--- src/hw/rtl/gct_pkg.sv ---
// shared types and constants for the grid line crossing tracer
`default_nettype none
package gct_pkg;
    localparam int CELL_INDEX_BITS_DEF = 5;
    localparam int COORD_FRAC_BITS_DEF = 8;
    localparam int CFG_W               = 5;
    localparam int CNT_W               = 6;
    localparam int FRAC_W              = 16;
    localparam int Q15_SHIFT           = 15;
    localparam logic [FRAC_W-1:0] Q_ONE = 16'h8000;
    localparam logic [CFG_W-1:0]  CFG_RESET = 5'd31;

    typedef enum logic [0:0] {
        CFG_GRID_WIDTH  = 1'b0,
        CFG_GRID_HEIGHT = 1'b1
    } t_cfg_idx;

    typedef enum logic [2:0] {
        ST_IDLE,
        ST_GAP_GO,
        ST_GAP_WAIT,
        ST_CELL_GO,
        ST_CELL_WAIT,
        ST_MUL,
        ST_STEP
    } t_state;

    typedef struct packed {
        logic load;
        logic div_start;
        logic div_cell;
        logic cap_gap;
        logic cap_cell;
        logic mul;
        logic step;
    } t_cmd;

    typedef struct packed {
        logic one_cell;
        logic div_done;
        logic out_free;
        logic walk_end;
    } t_stat;
endpackage
`default_nettype wire

--- src/hw/rtl/grid_line_crossing_tracer_unit.sv ---
// top level of the grid line crossing tracer
// setup after the accepting edge runs two rounds of the bit-serial dividers, then each
// crossing beat takes a multiply and then a step, which waits for a free output register
// segments are taken one at a time; the next is held off until the walk ends
// a segment whose ends share a cell is accepted while idle and emits nothing
// reset is synchronous active low; it clears control state and the grid width and height registers return to 31
`default_nettype none
module grid_line_crossing_tracer_unit #(
    parameter int CELL_INDEX_BITS = gct_pkg::CELL_INDEX_BITS_DEF,
    parameter int COORD_FRAC_BITS = gct_pkg::COORD_FRAC_BITS_DEF,
    localparam int CW = CELL_INDEX_BITS + COORD_FRAC_BITS
) (
    input  wire logic                      i_clk,
    input  wire logic                      i_rst_n,
    // configuration write port
    input  wire logic                      i_cfg_we,
    input  wire logic [0:0]                i_cfg_idx,
    input  wire logic [gct_pkg::CFG_W-1:0] i_cfg_data,
    // segment channel
    input  wire logic                      i_in_valid,
    output logic                           o_in_stall,
    input  wire logic [CW-1:0]             i_start_x,
    input  wire logic [CW-1:0]             i_start_y,
    input  wire logic [CW-1:0]             i_end_x,
    input  wire logic [CW-1:0]             i_end_y,
    // crossing channel
    output logic                           o_out_valid,
    input  wire logic                      i_out_stall,
    output logic [CELL_INDEX_BITS-1:0]     o_prev_cell_x,
    output logic [CELL_INDEX_BITS-1:0]     o_prev_cell_y,
    output logic [CELL_INDEX_BITS-1:0]     o_next_cell_x,
    output logic [CELL_INDEX_BITS-1:0]     o_next_cell_y,
    output logic [gct_pkg::FRAC_W-1:0]     o_crossing_fraction,
    output logic                           o_last_crossing,
    output logic                           o_truncated
);
    gct_pkg::t_cmd  w_cmd;
    gct_pkg::t_stat w_stat;

    // sequencer: accepts a beat only when idle
    gct_ctrl u_ctrl (
        .i_clk(i_clk), .i_rst_n(i_rst_n), .i_in_valid(i_in_valid),
        .i_stat(w_stat), .o_in_stall(o_in_stall), .o_cmd(w_cmd)
    );

    // arithmetic, walk state and the output register
    gct_dpath #(
        .CELL_INDEX_BITS(CELL_INDEX_BITS), .COORD_FRAC_BITS(COORD_FRAC_BITS)
    ) u_dpath (
        .i_clk(i_clk), .i_rst_n(i_rst_n), .i_cmd(w_cmd), .o_stat(w_stat),
        .i_cfg_we(i_cfg_we), .i_cfg_idx(i_cfg_idx), .i_cfg_data(i_cfg_data),
        .i_start_x(i_start_x), .i_start_y(i_start_y),
        .i_end_x(i_end_x), .i_end_y(i_end_y),
        .i_out_stall(i_out_stall), .o_out_valid(o_out_valid),
        .o_prev_cell_x(o_prev_cell_x), .o_prev_cell_y(o_prev_cell_y),
        .o_next_cell_x(o_next_cell_x), .o_next_cell_y(o_next_cell_y),
        .o_crossing_fraction(o_crossing_fraction),
        .o_last_crossing(o_last_crossing), .o_truncated(o_truncated)
    );

`ifndef SYNTH
    // truncation is only flagged on the final beat
    a_trunc_last: assert property (@(posedge i_clk) disable iff (!i_rst_n)
        (o_out_valid && o_truncated) |-> o_last_crossing)
        else $error("truncated beat not marked last");

    // a walk never loads the output register while a held beat is stalled
    a_step_free: assert property (@(posedge i_clk) disable iff (!i_rst_n)
        w_cmd.step |-> w_stat.out_free)
        else $error("step into a full output register");

    // a segment spanning cells holds off the next one
    a_busy_after_load: assert property (@(posedge i_clk) disable iff (!i_rst_n)
        (i_in_valid && !o_in_stall && !w_stat.one_cell) |=> o_in_stall)
        else $error("input not stalled during a walk");

    // a crossing fraction never exceeds one
    a_frac_range: assert property (@(posedge i_clk) disable iff (!i_rst_n)
        o_out_valid |-> (o_crossing_fraction <= gct_pkg::Q_ONE))
        else $error("crossing fraction above one");
`endif
endmodule
`default_nettype wire

--- src/hw/rtl/gct_div.sv ---
// iterative restoring divider, one quotient bit per cycle
`default_nettype none
module gct_div #(
    parameter int DVD_W = 24,
    parameter int DVS_W = 13
) (
    input  wire logic             i_clk,
    input  wire logic             i_rst_n,
    input  wire logic             i_start,
    input  wire logic [DVD_W-1:0] i_dividend,
    input  wire logic [DVS_W-1:0] i_divisor,
    output logic                  o_done,
    output logic      [DVD_W-1:0] o_quo,
    output logic      [DVS_W-1:0] o_rem
);
    localparam int CW = $clog2(DVD_W);

    logic             r_busy, n_busy;
    logic             r_done, n_done;
    logic [CW-1:0]    r_cnt, n_cnt;
    logic [DVD_W-1:0] r_quo, n_quo;
    logic [DVS_W-1:0] r_rem, n_rem;
    logic [DVS_W-1:0] r_dvs;
    logic [DVS_W:0]   w_sh;
    logic [DVS_W:0]   w_sub;
    logic             w_ge;

    assign w_sh  = {r_rem, r_quo[DVD_W-1]};
    assign w_ge  = w_sh >= {1'b0, r_dvs};
    assign w_sub = w_sh - {1'b0, r_dvs};

    always_comb begin
        n_busy = r_busy;
        n_done = 1'b0;
        n_cnt  = r_cnt;
        n_quo  = r_quo;
        n_rem  = r_rem;
        if (i_start) begin
            n_busy = 1'b1;
            n_cnt  = CW'(DVD_W - 1);
            n_quo  = i_dividend;
            n_rem  = '0;
        end else if (r_busy) begin
            n_quo = {r_quo[DVD_W-2:0], w_ge};
            n_rem = w_ge ? w_sub[DVS_W-1:0] : w_sh[DVS_W-1:0];
            n_cnt = r_cnt - 1'b1;
            if (r_cnt == '0) begin
                n_busy = 1'b0;
                n_done = 1'b1;
            end
        end
    end

    always_ff @(posedge i_clk) begin
        if (!i_rst_n) begin
            r_busy <= 1'b0;
            r_done <= 1'b0;
            r_cnt  <= '0;
        end else begin
            r_busy <= n_busy;
            r_done <= n_done;
            r_cnt  <= n_cnt;
        end
        r_quo <= n_quo;
        r_rem <= n_rem;
        if (i_start) begin
            r_dvs <= i_divisor;
        end
    end

    assign o_done = r_done;
    assign o_quo  = r_quo;
    assign o_rem  = r_rem;
endmodule
`default_nettype wire

--- src/hw/rtl/gct_ctrl.sv ---
// sequencer for segment setup and the crossing walk
`default_nettype none
module gct_ctrl (
    input  wire logic          i_clk,
    input  wire logic          i_rst_n,
    input  wire logic          i_in_valid,
    input  wire gct_pkg::t_stat i_stat,
    output logic               o_in_stall,
    output gct_pkg::t_cmd      o_cmd
);
    gct_pkg::t_state r_state, n_state;

    always_comb begin
        n_state = r_state;
        unique case (r_state)
            gct_pkg::ST_IDLE: begin
                if (i_in_valid && !i_stat.one_cell) begin
                    n_state = gct_pkg::ST_GAP_GO;
                end
            end
            gct_pkg::ST_GAP_GO:   n_state = gct_pkg::ST_GAP_WAIT;
            gct_pkg::ST_GAP_WAIT: begin
                if (i_stat.div_done) begin
                    n_state = gct_pkg::ST_CELL_GO;
                end
            end
            gct_pkg::ST_CELL_GO:   n_state = gct_pkg::ST_CELL_WAIT;
            gct_pkg::ST_CELL_WAIT: begin
                if (i_stat.div_done) begin
                    n_state = gct_pkg::ST_MUL;
                end
            end
            gct_pkg::ST_MUL: n_state = gct_pkg::ST_STEP;
            gct_pkg::ST_STEP: begin
                if (i_stat.out_free) begin
                    n_state = i_stat.walk_end ? gct_pkg::ST_IDLE : gct_pkg::ST_MUL;
                end
            end
            default: n_state = gct_pkg::ST_IDLE;
        endcase
    end

    always_comb begin
        o_cmd      = '0;
        o_in_stall = 1'b1;
        unique case (r_state)
            gct_pkg::ST_IDLE: begin
                o_in_stall = 1'b0;
                o_cmd.load = i_in_valid;
            end
            gct_pkg::ST_GAP_GO:    o_cmd.div_start = 1'b1;
            gct_pkg::ST_GAP_WAIT:  o_cmd.cap_gap = i_stat.div_done;
            gct_pkg::ST_CELL_GO: begin
                o_cmd.div_start = 1'b1;
                o_cmd.div_cell  = 1'b1;
            end
            gct_pkg::ST_CELL_WAIT: o_cmd.cap_cell = i_stat.div_done;
            gct_pkg::ST_MUL:       o_cmd.mul = 1'b1;
            gct_pkg::ST_STEP:      o_cmd.step = i_stat.out_free;
            default: o_cmd = '0;
        endcase
    end

    always_ff @(posedge i_clk) begin
        if (!i_rst_n) begin
            r_state <= gct_pkg::ST_IDLE;
        end else begin
            r_state <= n_state;
        end
    end
endmodule
`default_nettype wire

--- src/hw/rtl/gct_dpath.sv ---
// walk registers, crossing-time arithmetic and output register
`default_nettype none
module gct_dpath #(
    parameter int CELL_INDEX_BITS = gct_pkg::CELL_INDEX_BITS_DEF,
    parameter int COORD_FRAC_BITS = gct_pkg::COORD_FRAC_BITS_DEF,
    localparam int CW = CELL_INDEX_BITS + COORD_FRAC_BITS
) (
    input  wire logic                       i_clk,
    input  wire logic                       i_rst_n,
    input  wire gct_pkg::t_cmd              i_cmd,
    output gct_pkg::t_stat                  o_stat,
    input  wire logic                       i_cfg_we,
    input  wire logic [0:0]                 i_cfg_idx,
    input  wire logic [gct_pkg::CFG_W-1:0]  i_cfg_data,
    input  wire logic [CW-1:0]              i_start_x,
    input  wire logic [CW-1:0]              i_start_y,
    input  wire logic [CW-1:0]              i_end_x,
    input  wire logic [CW-1:0]              i_end_y,
    input  wire logic                       i_out_stall,
    output logic                            o_out_valid,
    output logic [CELL_INDEX_BITS-1:0]      o_prev_cell_x,
    output logic [CELL_INDEX_BITS-1:0]      o_prev_cell_y,
    output logic [CELL_INDEX_BITS-1:0]      o_next_cell_x,
    output logic [CELL_INDEX_BITS-1:0]      o_next_cell_y,
    output logic [gct_pkg::FRAC_W-1:0]      o_crossing_fraction,
    output logic                            o_last_crossing,
    output logic                            o_truncated
);
    localparam int CIB   = CELL_INDEX_BITS;
    localparam int CFB   = COORD_FRAC_BITS;
    localparam int NT_W  = CFB + 7;
    localparam int Q_W   = NT_W + gct_pkg::Q15_SHIFT;
    localparam int GAP_W = CFB + 1;
    localparam int DVD_W = GAP_W + gct_pkg::Q15_SHIFT;
    localparam int P_W   = NT_W + CW;
    localparam int CNT_W = gct_pkg::CNT_W;

    logic [gct_pkg::CFG_W-1:0] r_gw, r_gh;
    logic [CIB-1:0] r_cx, r_cy, r_tx, r_ty;
    logic           r_xnz, r_xneg, r_ynz, r_yneg;
    logic [CW-1:0]  r_stx, r_sty, r_rx, r_ry, r_drx, r_dry;
    logic [GAP_W-1:0] r_gapx, r_gapy;
    logic [NT_W-1:0] r_ntx, r_nty;
    logic [Q_W-1:0]  r_qx, r_qy, r_dqx, r_dqy;
    logic [P_W-1:0]  r_lx, r_ly;
    logic [CNT_W-1:0] r_cnt;
    logic r_out_valid;
    logic [CIB-1:0] r_opx, r_opy, r_onx, r_ony;
    logic [gct_pkg::FRAC_W-1:0] r_ofr;
    logic r_olast, r_otrunc;

    // setup from the accepted beat
    logic w_xpos, w_xneg, w_ypos, w_yneg;
    logic [CW-1:0] w_stx, w_sty;
    logic [GAP_W-1:0] w_gapx, w_gapy;
    logic [CFB-1:0] w_fx, w_fy;

    assign w_xpos = i_end_x > i_start_x;
    assign w_xneg = i_end_x < i_start_x;
    assign w_ypos = i_end_y > i_start_y;
    assign w_yneg = i_end_y < i_start_y;
    assign w_stx  = w_xpos ? i_end_x - i_start_x : i_start_x - i_end_x;
    assign w_sty  = w_ypos ? i_end_y - i_start_y : i_start_y - i_end_y;
    assign w_fx   = i_start_x[CFB-1:0];
    assign w_fy   = i_start_y[CFB-1:0];
    assign w_gapx = w_xpos ? (GAP_W'(1) << CFB) - {1'b0, w_fx} : {1'b0, w_fx};
    assign w_gapy = w_ypos ? (GAP_W'(1) << CFB) - {1'b0, w_fy} : {1'b0, w_fy};

    // dividers for start fraction and per-cell fraction increment
    logic [DVD_W-1:0] w_dvd_x, w_dvd_y, w_quo_x, w_quo_y;
    logic [CW-1:0]    w_rem_x, w_rem_y;
    logic             w_done_x, w_done_y;

    assign w_dvd_x = i_cmd.div_cell ? DVD_W'(1) << (CFB + gct_pkg::Q15_SHIFT)
                                    : {r_gapx, {gct_pkg::Q15_SHIFT{1'b0}}};
    assign w_dvd_y = i_cmd.div_cell ? DVD_W'(1) << (CFB + gct_pkg::Q15_SHIFT)
                                    : {r_gapy, {gct_pkg::Q15_SHIFT{1'b0}}};

    gct_div #(.DVD_W(DVD_W), .DVS_W(CW)) u_div_x (
        .i_clk(i_clk), .i_rst_n(i_rst_n), .i_start(i_cmd.div_start),
        .i_dividend(w_dvd_x), .i_divisor(r_stx),
        .o_done(w_done_x), .o_quo(w_quo_x), .o_rem(w_rem_x)
    );
    gct_div #(.DVD_W(DVD_W), .DVS_W(CW)) u_div_y (
        .i_clk(i_clk), .i_rst_n(i_rst_n), .i_start(i_cmd.div_start),
        .i_dividend(w_dvd_y), .i_divisor(r_sty),
        .o_done(w_done_y), .o_quo(w_quo_y), .o_rem(w_rem_y)
    );

    // one crossing
    logic w_both, w_mvx, w_mvy, w_ystep, w_done, w_trunc, w_wx, w_wy;
    logic [CIB-1:0] w_ncx, w_ncy;
    logic [gct_pkg::FRAC_W-1:0] w_frx, w_fry;
    logic [CW:0] w_srx, w_sry;
    logic [CNT_W-1:0] w_cnt, w_limit;

    assign w_both  = r_xnz && r_ynz;
    assign w_mvx   = w_both ? (r_lx <= r_ly) : r_xnz;
    assign w_mvy   = w_both ? (r_ly <= r_lx) : !r_xnz;
    assign w_ystep = w_mvy && r_ynz;
    assign w_frx   = (r_ntx >= NT_W'(r_stx)) ? gct_pkg::Q_ONE : r_qx[gct_pkg::FRAC_W-1:0];
    assign w_fry   = (r_nty >= NT_W'(r_sty)) ? gct_pkg::Q_ONE : r_qy[gct_pkg::FRAC_W-1:0];
    assign w_ncx   = w_mvx ? r_cx + (r_xneg ? {CIB{1'b1}} : CIB'(1)) : r_cx;
    assign w_ncy   = w_ystep ? r_cy + (r_yneg ? {CIB{1'b1}} : CIB'(1)) : r_cy;
    assign w_srx   = {1'b0, r_rx} + {1'b0, r_drx};
    assign w_sry   = {1'b0, r_ry} + {1'b0, r_dry};
    assign w_wx    = w_srx >= {1'b0, r_stx};
    assign w_wy    = w_sry >= {1'b0, r_sty};
    assign w_cnt   = r_cnt + 1'b1;
    assign w_limit = CNT_W'(r_gw) + CNT_W'(r_gh) + CNT_W'(1);
    assign w_done  = (w_ncx == r_tx) && (w_ncy == r_ty);
    assign w_trunc = !w_done && (w_cnt >= w_limit);

    assign o_stat.one_cell  = (i_start_x[CW-1:CFB] == i_end_x[CW-1:CFB]) &&
                              (i_start_y[CW-1:CFB] == i_end_y[CW-1:CFB]);
    assign o_stat.div_done  = w_done_x && w_done_y;
    assign o_stat.out_free  = !r_out_valid || !i_out_stall;
    assign o_stat.walk_end  = w_done || w_trunc;

    always_ff @(posedge i_clk) begin
        if (!i_rst_n) begin
            r_gw        <= gct_pkg::CFG_RESET;
            r_gh        <= gct_pkg::CFG_RESET;
            r_out_valid <= 1'b0;
        end else begin
            if (i_cfg_we && i_cfg_idx == gct_pkg::CFG_GRID_WIDTH) begin
                r_gw <= i_cfg_data;
            end
            if (i_cfg_we && i_cfg_idx == gct_pkg::CFG_GRID_HEIGHT) begin
                r_gh <= i_cfg_data;
            end
            if (i_cmd.step) begin
                r_out_valid <= 1'b1;
            end else if (!i_out_stall) begin
                r_out_valid <= 1'b0;
            end
        end

        if (i_cmd.load) begin
            r_cx   <= i_start_x[CW-1:CFB];
            r_cy   <= i_start_y[CW-1:CFB];
            r_tx   <= i_end_x[CW-1:CFB];
            r_ty   <= i_end_y[CW-1:CFB];
            r_xnz  <= w_xpos || w_xneg;
            r_xneg <= w_xneg;
            r_ynz  <= w_ypos || w_yneg;
            r_yneg <= w_yneg;
            r_stx  <= w_stx;
            r_sty  <= w_sty;
            r_gapx <= w_gapx;
            r_gapy <= w_gapy;
            r_ntx  <= NT_W'(w_gapx);
            r_nty  <= NT_W'(w_gapy);
            r_cnt  <= '0;
        end
        if (i_cmd.cap_gap) begin
            r_qx <= Q_W'(w_quo_x);
            r_qy <= Q_W'(w_quo_y);
            r_rx <= w_rem_x;
            r_ry <= w_rem_y;
        end
        if (i_cmd.cap_cell) begin
            r_dqx <= Q_W'(w_quo_x);
            r_dqy <= Q_W'(w_quo_y);
            r_drx <= w_rem_x;
            r_dry <= w_rem_y;
        end
        if (i_cmd.mul) begin
            r_lx <= P_W'(r_ntx) * P_W'(r_sty);
            r_ly <= P_W'(r_nty) * P_W'(r_stx);
        end
        if (i_cmd.step) begin
            r_opx    <= r_cx;
            r_opy    <= r_cy;
            r_onx    <= w_ncx;
            r_ony    <= w_ncy;
            r_ofr    <= w_mvx ? w_frx : w_fry;
            r_olast  <= w_done || w_trunc;
            r_otrunc <= w_trunc;
            r_cx     <= w_ncx;
            r_cy     <= w_ncy;
            r_cnt    <= w_cnt;
            if (w_mvx) begin
                r_ntx <= r_ntx + (NT_W'(1) << CFB);
                r_qx  <= r_qx + r_dqx + Q_W'(w_wx);
                r_rx  <= w_wx ? CW'(w_srx - {1'b0, r_stx}) : w_srx[CW-1:0];
            end
            if (w_ystep) begin
                r_nty <= r_nty + (NT_W'(1) << CFB);
                r_qy  <= r_qy + r_dqy + Q_W'(w_wy);
                r_ry  <= w_wy ? CW'(w_sry - {1'b0, r_sty}) : w_sry[CW-1:0];
            end
        end
    end

    assign o_out_valid         = r_out_valid;
    assign o_prev_cell_x       = r_opx;
    assign o_prev_cell_y       = r_opy;
    assign o_next_cell_x       = r_onx;
    assign o_next_cell_y       = r_ony;
    assign o_crossing_fraction = r_ofr;
    assign o_last_crossing     = r_olast;
    assign o_truncated         = r_otrunc;
endmodule
`default_nettype wire
--- config.mk ---
export PLATFORM = sky130hd
export DESIGN_NAME = grid_line_crossing_tracer_unit
export DESIGN_NICKNAME = d
export VERILOG_FILES = /design/src/hw/rtl/gct_pkg.sv /design/src/hw/rtl/grid_line_crossing_tracer_unit.sv /design/src/hw/rtl/gct_div.sv /design/src/hw/rtl/gct_ctrl.sv /design/src/hw/rtl/gct_dpath.sv
export SDC_FILE = /design/constraint.sdc
export NUM_CORES = 2
export LEC_CHECK = 0
export BUFFER_PORTS_ARGS = -buffer_cell sky130_fd_sc_hd__buf_2
export CORE_MARGIN = 1
export CORE_UTILIZATION = 45
export DETAILED_ROUTE_END_ITERATION = 12
export GPL_TIMING_DRIVEN = 0
export PLACE_DENSITY = 0.65
export SETUP_SLACK_MARGIN = 0.1
export SYNTH_ARGS = -nofsm -noshare
export SYNTH_HDL_FRONTEND = slang
export SYNTH_SLANG_ARGS = --single-unit
--- constraint.sdc ---
create_clock -name i_clk -period 6.7 [get_ports i_clk]
set_clock_uncertainty 0.2 [all_clocks]
set_input_delay 1.005 -clock i_clk [delete_from_list [all_inputs] [get_ports i_clk]]
set_output_delay 1.005 -clock i_clk [all_outputs]
set_load 0.01 [all_outputs]
# Yosys cells after proc, flatten, opt, wreduce, memory -nomap -nowiden
# Cells that the tools add are included.
word_totals:
  word_cells: 213
  in_bits: 63
  output_inout_bits: 40
  reg_bits: 486
classes:
  n_addsub: 25
  mul: 2
  n_reduce_logical: 29
  bitwise: 4
  eq_ne: 15
  n_mux: 75
  n_lt_le_gt_ge: 13
ops:
  columns: ["operator", "count"]
  rows:
  - ["2-to-1 mux 30 bit", 6]
  - ["2-to-1 mux 13 bit", 12]
  - ["2-to-1 mux 24 bit", 6]
  - ["subtractor 13 bit", 8]
  - ["2-to-1 mux 15 bit", 6]
  - ["adder 30 x 1 -> 30 bit", 2]
  - ["adder 30 x 24 -> 30 bit", 2]
  - ["2-to-1 mux 5 bit", 12]
  - [">= comparator 14 x 13 -> 1 bit", 4]
  - ["less-or-equal comparator 28 bit", 2]
  - ["multiplier 15 x 13 -> 28 bit", 2]
  - ["2-to-1 mux 16 bit", 3]
  - ["adder 15 x 9 -> 15 bit, second input constant", 2]
  - [">= comparator 15 x 13 -> 1 bit", 2]
  - ["adder 13 x 13 -> 14 bit", 2]
  - ["greater-than comparator 13 bit", 2]
  - ["< comparator 13 bit", 2]
  - ["case mux 3 bit (7 select lines)", 1]
  - ["equality test 5 bit", 4]
  - ["2-to-1 mux 1 bit", 20]
  - ["2-to-1 mux 9 bit", 2]
  - ["subtractor 9 x 8 -> 9 bit, first input constant", 2]
  - ["2-to-1 mux 3 bit", 5]
  - ["adder 6 x 1 -> 6 bit, second input constant", 2]
  - ["19 further kinds", 52]

# Longest topological paths before layout
logic_depth:
  word_depth: 12
  depth_mapped: 29
  mapped_depth_nobuf: 28

# Hierarchy
# From an unflattened synthesis, not the netlist that was laid out.
unflattened:
  cells_unflattened: 3957
  hier_area_um2: 38782.2
by_module_without_submodules:
  columns: ["mod", "area_each_um2", "seq_area_each_um2", "cells_each", "instances"]
  rows:
  - ["gct_dpath", 32514.9, 8928.6, 3398, 1]
  - ["gct_div", 2999.1, 1511.4, 261, 2]
  - ["gct_ctrl", 269.0, 60.1, 37, 1]

# Worst setup path before layout
# Ideal clock, no wire load.
synth_timing:
  path_kind: "register to register"
  start: "register u_dpath.r_drx[0]"
  end: "register u_dpath.r_qx[11]"
  path_stages_with_launch: 28
  n_path_buf: 1
  arrival_time_ps: 5760
  setup_time_ps: 130
  slack_ps: 610
  cell_sequence: "edfxtp_1 ha_1 fa_1 a21o_1 a21oi_1 o21bai_1 a21oi_1 o21bai_1 a41o_1 o41ai_1 xnor2_1 ha_1 o211ai_1 nor2_1 nor4b_4 buf_4 inv_1 fa_1 a21o_1 a21o_1 a21oi_1 a21oi_1 o21a_1 and2_1 o21a_1 or3_1 nand3_1 o21ai_0"
synth_via:
  elab_chain_len: 5
synth_rtl:
  columns: ["element", "line_no", "source"]
  rows:
  - ["from (decl)", "gct_dpath.sv:41", "logic [CW-1:0] r_stx, r_sty, r_rx, r_ry, r_drx, r_dry;"]
  - ["from (signal assigned)", "gct_dpath.sv:165", "r_drx <= w_rem_x;"]
  - ["adder 13 x 13 -> 14 bit", "gct_dpath.sv:105", "assign w_srx = {1'b0, r_rx} + {1'b0, r_drx};"]
  - [">= comparator 14 x 13 -> 1 bit", "gct_dpath.sv:107", "assign w_wx = w_srx >= {1'b0, r_stx};"]
  - ["adder 30 x 1 -> 30 bit", "gct_dpath.sv:185", "r_qx <= r_qx + r_dqx + Q_W'(w_wx);"]
  - ["2-to-1 mux 30 bit", "gct_dpath.sv:183", "if (w_mvx) begin"]
  - ["2-to-1 mux 30 bit", "gct_dpath.sv:172", "if (i_cmd.step) begin"]
  - ["to (signal assigned)", "gct_dpath.sv:157", "r_qx <= Q_W'(w_quo_x);"]
  - ["to (signal assigned)", "gct_dpath.sv:185", null]
  - ["to (decl)", "gct_dpath.sv:44", "logic [Q_W-1:0] r_qx, r_qy, r_dqx, r_dqy;"]
# No other way between the ends.
# A chain may end at the register's enable or synchronous reset.

# Final worst setup path
layout_timing:
  start: "register u_dpath.r_nty[9]"
  end: "register u_dpath.r_ly[27] (data pin)"
layout_via:
  elab_chain_len: 1
layout_rtl:
  columns: ["element", "line_no", "source"]
  rows:
  - ["from (decl)", "gct_dpath.sv:43", "logic [NT_W-1:0] r_ntx, r_nty;"]
  - ["from (signal assigned)", "gct_dpath.sv:153", "r_nty <= NT_W'(w_gapy);"]
  - ["from (signal assigned)", "gct_dpath.sv:189", "r_nty <= r_nty + (NT_W'(1) << CFB);"]
  - ["multiplier 15 x 13 -> 28 bit", "gct_dpath.sv:170", "r_ly <= P_W'(r_nty) * P_W'(r_stx);"]
  - ["to (signal assigned)", "gct_dpath.sv:170", null]
  - ["to (decl)", "gct_dpath.sv:45", "logic [P_W-1:0] r_lx, r_ly;"]
# No other way between the ends.

==> summary.md <==
| Metric | Value |
|---|---|
| Outcome | `complete, no violations` |
| CP endpoint kind | `flop` |
| CTS Sinks | `442` |
| Fin crit period | `6333 ps` |
| Grt total ovfl | `0` |
| Drt via density | `5.474` |
| Final Hold Viols | `0` |
| Normalized max-slew margin | `16.10%` |
| Critical-path top delay cell | `dfxtp_1` |
| Final setup violation count | `0` |
| FILL cells | `7521` |
| Yosys warnings | `0` |
| Register bit total from synthesis | `442` |
| Synth-to-Final Area Change | `11.71%` |
| Post-Syn Nets | `4668` |
| Dominant synthesized flop cell | `edfxtp_1` |
| Sequential area share after synthesis | `31.76%` |
| Die ar. | `85210 um^2` |
| FFs w/ async S/R, synth | `0%` |
| Largest family of logic cells by synthesized area | `adder cells` |
| CP dominant cell by count | `fa_1` |
| CTS tree | `yes` |
| Layout cell share with drive strength beyond 1 | `9.474%` |
| Fin. max-slew vios | `0` |
| Data arrival, critical path | `6490 ps` |
| Synth top area cells | `edfxtp_1, fa_1, ha_1, dfxtp_1, inv_1` |
| Total number of vias | `28776` |
| Post-route ant nets | `0` |
| Gp weighted congestion | `0.9266` |
| Fmax | `157.9 MHz` |
| Proportion of synthesized area in mux cells | `2.670%` |
| Die H | `291.9 um` |
| Mean Syn Cell Area | `9.643 um^2` |
| Post-Synth Adder-Cell Area | `28.57%` |
| Worst skew pair latency | `620 ps` |
| Root Buffer | `clkbuf_16` |
| Slew at the pin with the worst max-slew slack | `1257 ps` |
| Drt pass-1 iters | `8` |
| Synth Area in Compound Gates | `10.91%` |
| Row count | `105` |
| WHS | `252.7 ps` |
| Fin crit share | `94.52%` |
| Max Cap Viol | `0` |
| Crit path required time | `6860 ps` |
| Final #Nets | `4887` |
| XOR/XNOR Fraction of Synth Area | `4.384%` |
| Syn Inst Count | `3922` |
| Effective utilization at floorplan | `45.77%` |
| I/O pin cnt | `103` |
| Vias in the first global route | `28118` |
| First-pass GRT wire length | `162200 um` |
| Most frequent cell after synthesis | `inv_1` |
| Crit-path cells | `clkbuf_2, nand2_1, fa_1, inv_1, fa_1, fa_1, inv_1, fa_1, inv_1, fa_1, ha_1, o41a_1, a32oi_1, a211o_1, o31ai_1, o41ai_1, xnor2_1` |
| CTS Buf Count | `48` |
| Post-synth design cell area | `37820 um^2` |
| HPWL Detailed | `80600 um` |
| Synth top area share | `25.09%` |
| Setup crit start kind | `flop` |
| Drt drc | `0` |
| Synth cell count leaders | `inv_1, nand2_1, ha_1` |
| Crit path kind | `reg -> reg` |
| Synth Area in Simple Gates | `14.58%` |
| Clock transition at path regs | `70 ps` |
| CP delay by family, top | `adder cells` |
| Area leader, netlist | `edfxtp_1` |
| CP max stage delay | `680 ps` |
| Number of flops mapped to enable cells by yosys | `316` |
| Port buffer count | `102` |
| H-tree depth | `2` |
| Unrepaired setup endpoints after global routing | `false` |
| Pin count of the biggest net entering global routing | `68` |
| DRT iter0 DRCs | `2144` |
| Initial antenna violation count | `13` |
| Total global-route track usage | `24.72%` |
| HP Class | `reg -> reg` |
| Synth unique cells | `85` |
| Reg2Reg Setup Slack | `370 ps` |
| CTS hold repair buffers | `0` |
| DR WL/cell | `19.96 um` |
| Die width | `291.9 um` |
| Crit-path max FO | `10` |
| Maximum clock insertion buffer count | `3` |
| Core area | `82640 um^2` |
| Buf/Inv on CP | `4` |
| Routed WL | `104900 um` |
## what timing repair did
item                                    4_1_cts  5_1_grt
pin swaps                                     2       15
setup buffers                                23       40
endpoints found under the setup margin       21       29
gates resized for setup                      26       97
## registers in the layout (all words and copies together) (netlist names), 15 cells and up
signal                       flops
u_dpath.u_div_x.o_quo           24
u_dpath.r_qx                    16
u_dpath.o_crossing_fraction     16
u_dpath.r_nty                   15
u_dpath.r_lx                    28
u_dpath.r_qy                    16
u_dpath.r_ntx                   15
u_dpath.r_dqy                   16
u_dpath.u_div_y.o_quo           24
u_dpath.r_dqx                   16
u_dpath.r_ly                    28
## worst reg2reg max path, cell delays in order, from the launching register on
cell      delay [ps]
dfxtp_1          680
clkbuf_2         410
nand2_1          150
fa_1             560
inv_1             50
fa_1             450
fa_1             510
inv_1             60
fa_1             530
inv_1             50
fa_1             430
ha_1             240
o41a_1           490
a32oi_1          370
a211o_1          310
o31ai_1          140
o41ai_1          340
xnor2_1          120
## layout make-up
class | count | area [um^2] | share of cell area (%)
multi-input cells | 2770 | 23230 | 54.99
repair buffers | 173 | 1199 | 2.837
diodes | 7 | 17.52 | 0.04146
well taps | 1070 | 1339 | 3.169
clock inverters | 24 | 280.3 | 0.6634
inverters | 579 | 2173 | 5.144
clock buffers | 65 | 1400 | 3.314
flip-flops and latches | 442 | 12020 | 28.44
plain buffers | 127 | 589.3 | 1.395
## final timing paths
kind | to | cells after the start | from
setup reg to reg | u_dpath.r_ly[27] | 17 | u_dpath.r_nty[9]
setup / recovery | u_dpath.r_ly[27] | 17 | u_dpath.r_nty[9]
hold reg to reg | u_dpath.r_dqy[4] | 0 | u_dpath.u_div_y.o_quo[4]
hold / removal | u_dpath.r_dqy[4] | 0 | u_dpath.u_div_y.o_quo[4]
## kinds of logic after synthesis
group / after synthesis
xor gates and xnor gates: 186
AOI/OAI and AO/OA: 645
DFF: 442
and+or+nand+nor: 1159
buffers and inverters: 710
muxes: 97
adders and majority gates: 683
## layer usage
metal,wire length (um),track usage [%]
met2,47070,38.80
met3,8329,4.841
met4,4106,9.499
met5,57,0
met1,45340,33.67
## metrics by stage
stage,cell area (um^2),utilization [%],setup slack [ps],instances,TNS (ps)
3_3_place_gp,39670,48.00,-2404,5094,-142200
2_1_floorplan,37820,-,609.7,3922,0
5_1_grt,42240,51.11,79.70,5252,0
6_report,42250,51.13,367.2,5257,0
4_1_cts,41790,50.57,7.951,5213,0
3_5_place_dp,39810,48.17,-603.4,5102,-3354
## cell usage in the layout (no fill, tap or decap), types with 45 or more instances in the layout
cell	n
clkbuf_16	52
dfxtp_1	122
fa_1	301
mux2i_1	69
a21oi_1	149
a21o_1	61
xnor2_1	139
and2_1	160
edfxtp_1	316
ha_1	381
o21ai_0	175
nor2_1	202
xor2_1	45
buf_4	58
nor3_1	63
inv_1	572
nand2_1	483
clkbuf_1	62
buf_2	112
Power is not shown: default switching activity piles up to over one toggle a cycle in this logic, so the estimate is an artifact.
